==> config.mk <==
export PLATFORM = sky130hd
export DESIGN_NAME = kepp_store
export DESIGN_NICKNAME = d
export VERILOG_FILES = /design/src/hdl/kepp_pkg.sv /design/src/hdl/kepp_store.sv
export SDC_FILE = /design/constraint.sdc
export NUM_CORES = 2
export LEC_CHECK = 0
export BUFFER_PORTS_ARGS = -buffer_cell sky130_fd_sc_hd__buf_2
export CORE_ASPECT_RATIO = 1.1
export CORE_MARGIN = 2
export CORE_UTILIZATION = 57
export DETAILED_ROUTE_END_ITERATION = 8
export GPL_ROUTABILITY_DRIVEN = 0
export PLACE_DENSITY_LB_ADDON = 0.05
export SLEW_MARGIN = 20
export SYNTH_ARGS = -nofsm -noshare
export SYNTH_HDL_FRONTEND = slang
export SYNTH_SLANG_ARGS = --single-unit
==> constraint.sdc <==
create_clock -name i_clk -period 25.4 [get_ports i_clk]
set_input_delay 6.35 -clock i_clk [delete_from_list [all_inputs] [get_ports i_clk]]
set_output_delay 6.35 -clock i_clk [all_outputs]
set_load 0.02 [all_outputs]
==> src/hdl/kepp_pkg.sv <==
// Shared types and constants for the keyed end-pick permutation shuffle.
package kepp_pkg;

    localparam int unsigned POS_W   = 8;
    localparam int unsigned PASS_W  = 10;
    localparam int unsigned COUNT_W = 11;

    localparam logic [COUNT_W-1:0] MAX_PASSES = COUNT_W'(1024);

    typedef struct packed {
        logic key_bit;
        logic restart;
    } t_in;

    typedef struct packed {
        logic [POS_W-1:0]  position;
        logic [POS_W-1:0]  entry_value;
        logic [PASS_W-1:0] pass_index;
        logic              final_pass;
        logic              last;
    } t_out;

    typedef struct packed {
        logic [POS_W-1:0]  ptr;
        logic [POS_W-1:0]  pos;
        logic              sel;
        logic              ident;
        logic [PASS_W-1:0] pass_index;
        logic              final_pass;
        logic              last;
    } t_req;

endpackage

==> src/hdl/kepp_store.sv <==
// Ping-pong box memories with read stage, write-back and forwarding.
module kepp_store import kepp_pkg::*; #(
    parameter int unsigned N_ENTRIES = 256
) (
    input  logic i_clk,
    input  logic i_rst_n,
    input  logic i_accept,
    input  t_req i_req,
    input  logic i_advance,
    output logic o_valid,
    output t_out o_result
);

    localparam int unsigned AW = (N_ENTRIES > 1) ? $clog2(N_ENTRIES) : 1;

    logic [POS_W-1:0] mem_a [N_ENTRIES];
    logic [POS_W-1:0] mem_b [N_ENTRIES];

    logic             r_valid;
    t_req             r_req;
    logic [POS_W-1:0] r_rd_a;
    logic [POS_W-1:0] r_rd_b;
    logic             r_fwd_hit;
    logic [POS_W-1:0] r_fwd_data;

    logic [POS_W-1:0] value;
    logic             fwd_hit;

    always_comb begin
        if (r_req.ident) begin
            value = r_req.ptr;
        end else if (r_fwd_hit) begin
            value = r_fwd_data;
        end else begin
            value = r_req.sel ? r_rd_b : r_rd_a;
        end
        fwd_hit = i_advance && (r_req.sel != i_req.sel) && (r_req.pos == i_req.ptr);
    end

    always_ff @(posedge i_clk) begin
        if (i_advance) begin
            if (r_req.sel) begin
                mem_a[r_req.pos[AW-1:0]] <= value;
            end else begin
                mem_b[r_req.pos[AW-1:0]] <= value;
            end
        end
        if (i_accept) begin
            r_rd_a     <= mem_a[i_req.ptr[AW-1:0]];
            r_rd_b     <= mem_b[i_req.ptr[AW-1:0]];
            r_req      <= i_req;
            r_fwd_hit  <= fwd_hit;
            r_fwd_data <= value;
        end
    end

    always_ff @(posedge i_clk) begin
        if (!i_rst_n) begin
            r_valid <= 1'b0;
        end else if (i_accept) begin
            r_valid <= 1'b1;
        end else if (i_advance) begin
            r_valid <= 1'b0;
        end
    end

    assign o_valid              = r_valid;
    assign o_result.position    = r_req.pos;
    assign o_result.entry_value = value;
    assign o_result.pass_index  = r_req.pass_index;
    assign o_result.final_pass  = r_req.final_pass;
    assign o_result.last        = r_req.last;

endmodule

==> out/summary.txt <==
WP data arrival: 12.26 ns
Crit-path cells: buf_12 > buf_4 > buf_4 > buf_4 > buf_12 > mux4_1 > mux4_2 > a211oi_1 > or4_1 > nor3_1
TritonCTS clock tree: done
DRT Wirelength: 426.6 mm
Net Switching: 0.003236 W
DRT antenna net count: 0
Final setup TNS: 0 ns
Initial DRC Count: 10008
Design Area, Final: 0.1794 mm²
Max VDD drop: 66.60 µV
I/O pin count: 63
CTS root buf: clkbuf_16
Sequential area share after synthesis: 76.79%
CTS max path bufs: 4
MaxCap Viol Count: 0
Grt ovf: 0
Ys async rst share: 0%
CP max-delay cell: buf_4
Die Y: 563.8 µm
Area Overhead vs Synth: 10.47%
Unique masters post-synth: 69
Hold Fails Final Rpt: 0
Cell Rows: 205
Nets: 7999
Primary FF master, synth: edfxtp_1
Initial Utilization: 57.28%
H-tree lvl count: 5
Post-layout util: 63.28%
Count of state elements after synthesis: 4152
Run status: finished, final reports clean
Vias in the first global route: 80057
Largest net degree at the start of global routing: 226
Synthesized area: 0.1624 mm²
Final setup vio count: 0
Post-CTS setup buffer count: 0
Sequential power share: 52.6%
Layout cells sized above 1: 20.63%
Critical Path Max Stage Delay: 0.72 ns
Power per cell area: 82.33 mW/mm²
Net Sw Frac: 21.91%
Die W: 512.9 µm
DR pass1 iterations: 8
Vias/cell: 6.635
Setup Skew: 0.04243 ns
Most common cell type on the critical path: buf_4
Internal: 0.01153 W
Min cycle time layout: 11.59 ns
WL per Instance: 35.37 µm
Initial antenna violation count: 28
Final Max Tran Viols: 0
Most frequent cells in the layout: edfxtp_1, mux4_2, nor2_1
Total GRT Usage: 29.52%
Worst skew pair latency: 0.95 ns
Crit Path Max Fanout: 109
Core area: 0.2834 mm²
Hold_buf cts: 0
Clk sink count: 4152
Slew Limit Headroom: 15.85%
Total number of vias: 80040
Least-Margin Pin Slew: 1.251 ns
CTS clk-pin slew, worst paths: 0.06 ns
Mapped Avg Cell Area: 20.66 µm²
Most common cell after layout, fill and taps aside: edfxtp_1
Number of CTS-inserted buffers: 409
Leakage dissipation: 56.38 nW
Fin crit share: 45.64%
Number of flops mapped to enable cells by yosys: 4151
IO Port Bufs: 62
Mapped Cells: 7857
Comb pwr share: 6.3%
Crit Path Category: in -> reg
Achievable frequency: 86.27 MHz
Post-route DRC: 0
Post_cts resized: 0
RSZ-0062 raised after global routing: false
Required @ worst endpoint: 26.07 ns
CP endpoint kind: register
Die area: 0.2891 mm²
Syn. warnings: 0
Final HPWL DP: 250.0 mm
Dpl cell area: 0.1658 mm²
CP Launch Type: input port
Syn Nets: 7891
Min-Delay Path Class: reg -> reg
Clock network fraction of total power: 41.1%
First-pass GRT wire length: 602.8 mm
[cell families (layout without fill, tap and decap cells)]
group	Yosys count	count (layout)	synth area share, %
DFF	4152	4152	76.79
muxes	1381	1381	15.31
and+or+nand+nor	1138	1138	2.999
AOI/OAI and AO/OA	655	655	2.797
buffers and inverters	522	963	2.060
xor gates and xnor gates	9	9	0.04855
other	0	39	0
[area by class of cell]
cell class | instances | area, µm²
fill | 19240 | 104100
timing repair buffer | 214 | 1804
tap | 3726 | 4662
multi-input combinational | 3183 | 34720
clock inverter | 241 | 2610
antenna | 39 | 97.59
clock buffer | 503 | 10760
sequential | 4152 | 124700
inverter | 5 | 32.53
[stage by stage]
step / setup slack, ns / total power [W] / std cells / hold slack, ns
3_5_place_dp: 12.93 / 0.008836 / 11279 / 0.5890
6_report: 13.81 / 0.01477 / 12063 / 0.6006
3_3_place_gp: 12.74 / 0.008808 / 11277 / 0.5578
4_1_cts: 13.93 / 0.01484 / 12023 / 0.6034
2_1_floorplan: 5.251 / 0.008695 / 7857 / 0.6942
5_1_grt: 13.49 / 0.01514 / 12055 / 0.6101
[synthesized netlist by cell type (32+ instances only)]
| cell type | n | area share (%) |
|---|---|---|
| a211oi_1 | 38 | 0.18 |
| a21oi_1 | 129 | 0.40 |
| a22oi_1 | 59 | 0.27 |
| buf_1 | 56 | 0.13 |
| buf_2 | 72 | 0.22 |
| buf_4 | 55 | 0.25 |
| buf_6 | 55 | 0.38 |
| buf_8 | 32 | 0.30 |
| clkbuf_1 | 223 | 0.52 |
| edfxtp_1 | 4151 | 77 |
| mux2i_1 | 494 | 3.0 |
| mux4_2 | 848 | 12 |
| nand2_1 | 184 | 0.43 |
| nand3_1 | 44 | 0.14 |
| nor2_1 | 628 | 1.5 |
| nor3_1 | 178 | 0.55 |
| nor4_1 | 32 | 0.12 |
| o21ai_0 | 60 | 0.18 |
| o221ai_1 | 122 | 0.66 |
| o22ai_1 | 149 | 0.57 |
[state kept, by name (all words and copies together), names as in the netlist]
register    count
mem_a        2048
mem_b        2048
o_result       20
o_valid         1
r_fwd_data      8
r_fwd_hit       1
r_rd_a          8
r_rd_b          8
r_req          10
[layer usage]
metal | wire (µm) | global-route usage, %
met5 | 52 | 0
met2 | 209700 | 47.64
met4 | 17470 | 11.69
met3 | 34990 | 4.976
met1 | 164400 | 40.80
[critical path, delay by kind of cell]
kind	cells	cell delay [ns]
buffers and inverters	5	3.25
and+or+nand+nor	2	0.58
AOI/OAI and AO/OA	1	0.56
muxes	2	1.18
[power by group through the flow]
| stage | combinational, W | sequential [W] | clock (W) |
|---|---|---|---|
| 5_1_grt | 0.000970 | 0.00776 | 0.00641 |
| 3_5_place_dp | 0.000926 | 0.00791 | 0 |
| 4_1_cts | 0.000927 | 0.00776 | 0.00615 |
| 2_1_floorplan | 0.000525 | 0.00817 | 0 |
| 3_3_place_gp | 0.000900 | 0.00791 | 0 |
| 6_report | 0.000925 | 0.00777 | 0.00608 |
[worst paths after layout]
path / startpoint / endpoint / slack [ns] / depth (start not counted)
setup / recovery: i_req[22] / r_rd_b[6] / 13.81 / 10
hold / removal: o_valid / o_valid / 0.60 / 2
setup reg to reg: r_req[13] / mem_b[35][0] / 20.36 / 8
hold reg to reg: o_valid / o_valid / 0.60 / 2
No activity file was read; power rests on OpenSTA's default activity.
