File: config.mk
export PLATFORM = sky130hd
export DESIGN_NAME = kepp_ctrl
export DESIGN_NICKNAME = d
export VERILOG_FILES = /design/src/hdl/kepp_pkg.sv /design/src/hdl/kepp_ctrl.sv
export SDC_FILE = /design/constraint.sdc
export NUM_CORES = 1
export LEC_CHECK = 0
export BUFFER_PORTS_ARGS = -buffer_cell sky130_fd_sc_hd__clkbuf_2
export CAP_MARGIN = 25
export CORE_ASPECT_RATIO = 0.75
export CORE_MARGIN = 2
export CORE_UTILIZATION = 61
export CTS_CLUSTER_SIZE = 24
export DETAILED_ROUTE_END_ITERATION = 10
export PLACE_DENSITY = 0.94
export SKIP_LAST_GASP = 1
export SYNTH_ARGS = -nofsm -noshare
export SYNTH_HDL_FRONTEND = slang
export SYNTH_SLANG_ARGS = --single-unit
File: constraint.sdc
create_clock -name i_clk -period 10.45 [get_ports i_clk]
set_clock_uncertainty 0.2 [all_clocks]
set_input_delay 1.5675 -clock i_clk [delete_from_list [all_inputs] [get_ports i_clk]]
set_output_delay 1.5675 -clock i_clk [all_outputs]
set_load 0.05 [all_outputs]
File: src/hdl/kepp_pkg.sv
// Shared types and constants for the keyed end-pick permutation shuffle.
package kepp_pkg;

    localparam int unsigned POS_W   = 8;
    localparam int unsigned PASS_W  = 10;
    localparam int unsigned COUNT_W = 11;

    localparam logic [COUNT_W-1:0] MAX_PASSES = COUNT_W'(1024);

    typedef struct packed {
        logic key_bit;
        logic restart;
    } t_in;

    typedef struct packed {
        logic [POS_W-1:0]  position;
        logic [POS_W-1:0]  entry_value;
        logic [PASS_W-1:0] pass_index;
        logic              final_pass;
        logic              last;
    } t_out;

    typedef struct packed {
        logic [POS_W-1:0]  ptr;
        logic [POS_W-1:0]  pos;
        logic              sel;
        logic              ident;
        logic [PASS_W-1:0] pass_index;
        logic              final_pass;
        logic              last;
    } t_req;

endpackage

File: src/hdl/kepp_ctrl.sv
// Pointer, fill position and pass sequencer for the shuffle.
module kepp_ctrl import kepp_pkg::*; #(
    parameter int unsigned N_ENTRIES = 256
) (
    input  logic               i_clk,
    input  logic               i_rst_n,
    input  logic               i_accept,
    input  t_in                i_in,
    input  logic [COUNT_W-1:0] i_pass_count,
    output t_req               o_req
);

    localparam logic [POS_W-1:0] LAST_POS = POS_W'(N_ENTRIES - 1);

    logic              r_sel,   n_sel;
    logic [POS_W-1:0]  r_left,  n_left;
    logic [POS_W-1:0]  r_right, n_right;
    logic [POS_W-1:0]  r_fill,  n_fill;
    logic [PASS_W-1:0] r_pass,  n_pass;

    logic              c_sel;
    logic [POS_W-1:0]  c_left;
    logic [POS_W-1:0]  c_right;
    logic [POS_W-1:0]  c_fill;
    logic [PASS_W-1:0] c_pass;
    logic [PASS_W-1:0] eff_m1;
    logic              final_pass;
    logic              end_of_pass;

    always_comb begin
        if (i_in.restart) begin
            c_sel   = 1'b0;
            c_left  = '0;
            c_right = LAST_POS;
            c_fill  = '0;
            c_pass  = '0;
        end else begin
            c_sel   = r_sel;
            c_left  = r_left;
            c_right = r_right;
            c_fill  = r_fill;
            c_pass  = r_pass;
        end

        if (i_pass_count == '0) begin
            eff_m1 = '0;
        end else if (i_pass_count > MAX_PASSES) begin
            eff_m1 = '1;
        end else begin
            eff_m1 = PASS_W'(i_pass_count - COUNT_W'(1));
        end

        final_pass  = c_pass >= eff_m1;
        end_of_pass = c_fill >= LAST_POS;

        o_req.ptr        = i_in.key_bit ? c_right : c_left;
        o_req.pos        = c_fill;
        o_req.sel        = c_sel;
        o_req.ident      = c_pass == '0;
        o_req.pass_index = c_pass;
        o_req.final_pass = final_pass;
        o_req.last       = final_pass && end_of_pass;

        n_left  = i_in.key_bit ? c_left : c_left + POS_W'(1);
        n_right = i_in.key_bit ? c_right - POS_W'(1) : c_right;
        n_sel   = c_sel;
        n_fill  = c_fill + POS_W'(1);
        n_pass  = c_pass;
        if (end_of_pass) begin
            n_left  = '0;
            n_right = LAST_POS;
            n_fill  = '0;
            if (final_pass) begin
                n_sel  = 1'b0;
                n_pass = '0;
            end else begin
                n_sel  = ~c_sel;
                n_pass = c_pass + PASS_W'(1);
            end
        end
    end

    always_ff @(posedge i_clk) begin
        if (!i_rst_n) begin
            r_sel   <= 1'b0;
            r_left  <= '0;
            r_right <= LAST_POS;
            r_fill  <= '0;
            r_pass  <= '0;
        end else if (i_accept) begin
            r_sel   <= n_sel;
            r_left  <= n_left;
            r_right <= n_right;
            r_fill  <= n_fill;
            r_pass  <= n_pass;
        end
    end

endmodule

==> results.txt <==
Slowest stage delay, CP: 0.48 ns
Clock root cell: clkbuf_8
Number of global-route vias before repair: 2579
Most numerous cell in the Yosys netlist: nand2_1
Total track usage: 0.282
Die Y: 62.5 um
Async S/R FF share, synth: 0
Worst slew margin: 0.490
Worst Path Class, Setup: primary input to output pin
Logic gate share of total power: 0.164
Seq/Total Area, Yosys: 0.252
Final ANT Viol Nets: 0
Fin cells: 464
GR Overflow Total: 0
Die area: 5130 sq um
Top cell type's share of synthesized area: 0.252
Final TNS setup: 0 ns
Maximum vdd drop: 0.0715 mV
Worst-Margin Slew: 0.761 ns
Synth cell types: 59
Power Internal: 0.000193 W
Share of layout cells above drive strength 1: 0.192
DP HPWL: 5020 um
Commonest cells in the netlist: nand2_1, dfxtp_1, nor2_1
Max Cap Violations: 0
Fmax: 0.159 GHz
Yosys warning count: 0
Crit end category: output pin
Synth top area cells: dfxtp_1, nand2_1, ha_1
Clock-pin slew on the worst setup and hold paths: 0.07 ns
Sw Share: 0.293
H-tree lvl count: 2
Avg WL per Cell: 14.8 um
Post-layout util: 0.694
Drt pass-1 iters: 5
Register bit total from synthesis: 35
Total number of vias: 2907
Area of the mapped netlist: 2780 sq um
Placed instance area: 2990 sq um
Avg Cell Area, Syn: 7.40 sq um
Leakage: 1.32 nW
Initial antenna violation count: 0
# nets final: 440
Clock Path Buffers: 2
Critical Path Fanout Max: 8
Largest net degree at the start of global routing: 40
DRT iter0 DRCs: 303
Crit path max-delay cell type: or3_1
RSZ-0062 raised after global routing: no
Slew Limit Fails: 0
Crit share post-route: 0.602
Crit path arrival time: 4.52 ns
CTS tree: done
Outcome: finished, final reports clean
Worst-path cell chain: clkbuf_2 > nor4_2 > nand2_1 > or3_1 > a21oi_1 > a21oi_1 > ha_1 > nand2b_4 > a211oi_2 > nor3_1 > nor3_4 > inv_2 > clkbuf_2
Cts repair resizes: 0
CTS buffer count: 5
Post-CTS Setup Inserts: 0
Type of origin of the critical path: primary input
Area growth syn-to-layout: 9.98%
First-pass GRT wire length: 11700 um
Cells after synthesis: 376
Starting Density: 0.631
# rows: 21
CP Data Required Time: 8.68 ns
Core area: 4410 sq um
PD cells: 89.2 nW/um^2
Final Hold Viols: 0
Hold Path Class: flop to flop
Drt drc: 0
Post-Layout Inst Area: 3060 sq um
IO buf count: 45
Setup violators final: 0
Vias per cell: 6.27
Time the worst path needs with I/O delays and setup: 6.29 ns
Clock power share: 0.340
Main synth FF type: dfxtp_1
Sequential share of power: 0.496
Die width: 82.0 um
Synth area leader: dfxtp_1
Final wirelength: 6880 um
Clock Sinks: 35
Number of diodes: 0
Syn nets: 408
Cts hold-fix bufs: 0
Gpl congestion: 0.911
Number of flops mapped to enable cells by yosys: 0
Clk Latency, worst-skew pair: 0.29 ns
Io pins: 46
Dpl cells: 458
Net Sw Power: 0.0000799 W
worst max-delay path, delay by kind of cell:
kind | cells | cell delay [ns]
AND/OR/NAND/NOR | 6 | 1.72
adder cells (fa/ha/maj) | 1 | 0.28
AO/OA/AOI/OAI | 3 | 0.44
buffers and inverters | 3 | 0.51
power groups by stage:
stage / clock, W / combinational [W] / sequential [W]
final: 0.0000928 / 0.0000448 / 0.000136
after global placement: 0 / 0.0000431 / 0.000138
after floorplan: 0 / 0.0000334 / 0.000138
after global routing: 0.0000974 / 0.0000491 / 0.000136
after detailed placement: 0 / 0.0000444 / 0.000139
after CTS: 0.0000928 / 0.0000445 / 0.000135
through the flow:
| step | hold WS [ns] | total power [W] | worst slack (ns) |
|---|---|---|---|
| 6_report | 0.257 | 0.000273 | 4.16 |
| 5_1_grt | 0.282 | 0.000282 | 3.85 |
| 4_1_cts | 0.262 | 0.000273 | 4.21 |
| 3_5_place_dp | 0.250 | 0.000183 | 4.22 |
| 3_3_place_gp | 0.239 | 0.000182 | 4.34 |
| 2_1_floorplan | 0.230 | 0.000172 | 4.41 |
final timing paths:
path | from | to | slack, ns | cells past startpoint
hold / removal | r_sel$_SDFFE_PN0P_ | r_sel$_SDFFE_PN0P_ | 0.26 | 2
setup reg to reg | r_pass[9]$_SDFFE_PN0P_ | r_sel$_SDFFE_PN0P_ | 7.77 | 8
hold reg to reg | r_sel$_SDFFE_PN0P_ | r_sel$_SDFFE_PN0P_ | 0.26 | 2
setup / recovery | i_pass_count[2] | o_req[1] | 4.16 | 13
final cells by class:
type,count,area (sq um)
multi-input cells,310,1950
fillers,365,1350
flip-flops and latches,35,701
repair buffers,45,225
well taps,57,71.3
clock buffers,5,68.8
inverters,11,41.3
clock inverters,1,7.51
state kept, by name, summed over array words and instances (netlist names):
signal	cells
r_fill	8
r_sel	1
r_pass	10
r_right	8
r_left	8
cells in the final DEF (no fill, tap or decap), types with 9 or more instances in the layout:
master    count
nand2_1      56
clkbuf_2     45
dfxtp_1      35
nor2_1       28
nor2b_1      26
a21oi_1      24
o21ai_0      22
ha_1         16
nand3_1      14
nor3_1        9
nor4_1        9
routing by layer:
| metal | up-vias | routed length, um | track usage |
|---|---|---|---|
| met1 | 1366 | 3170 | 0.401 |
| met3 | 13 | 446 | 0.0607 |
| met4 | 0 | 80 | 0.0875 |
| li1 | 1415 | - | - |
| met5 | - | 0 | 0 |
| met2 | 113 | 3180 | 0.424 |
cell families (layout without fill, tap and decap cells):
family / after synthesis / count (layout) / share of synthesized area
and+or+nand+nor: 189 / 189 / 0.368
AOI/OAI and AO/OA: 90 / 90 / 0.206
DFF: 35 / 35 / 0.252
buffers and inverters: 31 / 62 / 0.0490
adders and majority gates: 16 / 16 / 0.0719
muxes: 9 / 9 / 0.0351
xor gates and xnor gates: 6 / 6 / 0.0189
Note: power is estimated with default switching activity, not from simulation.
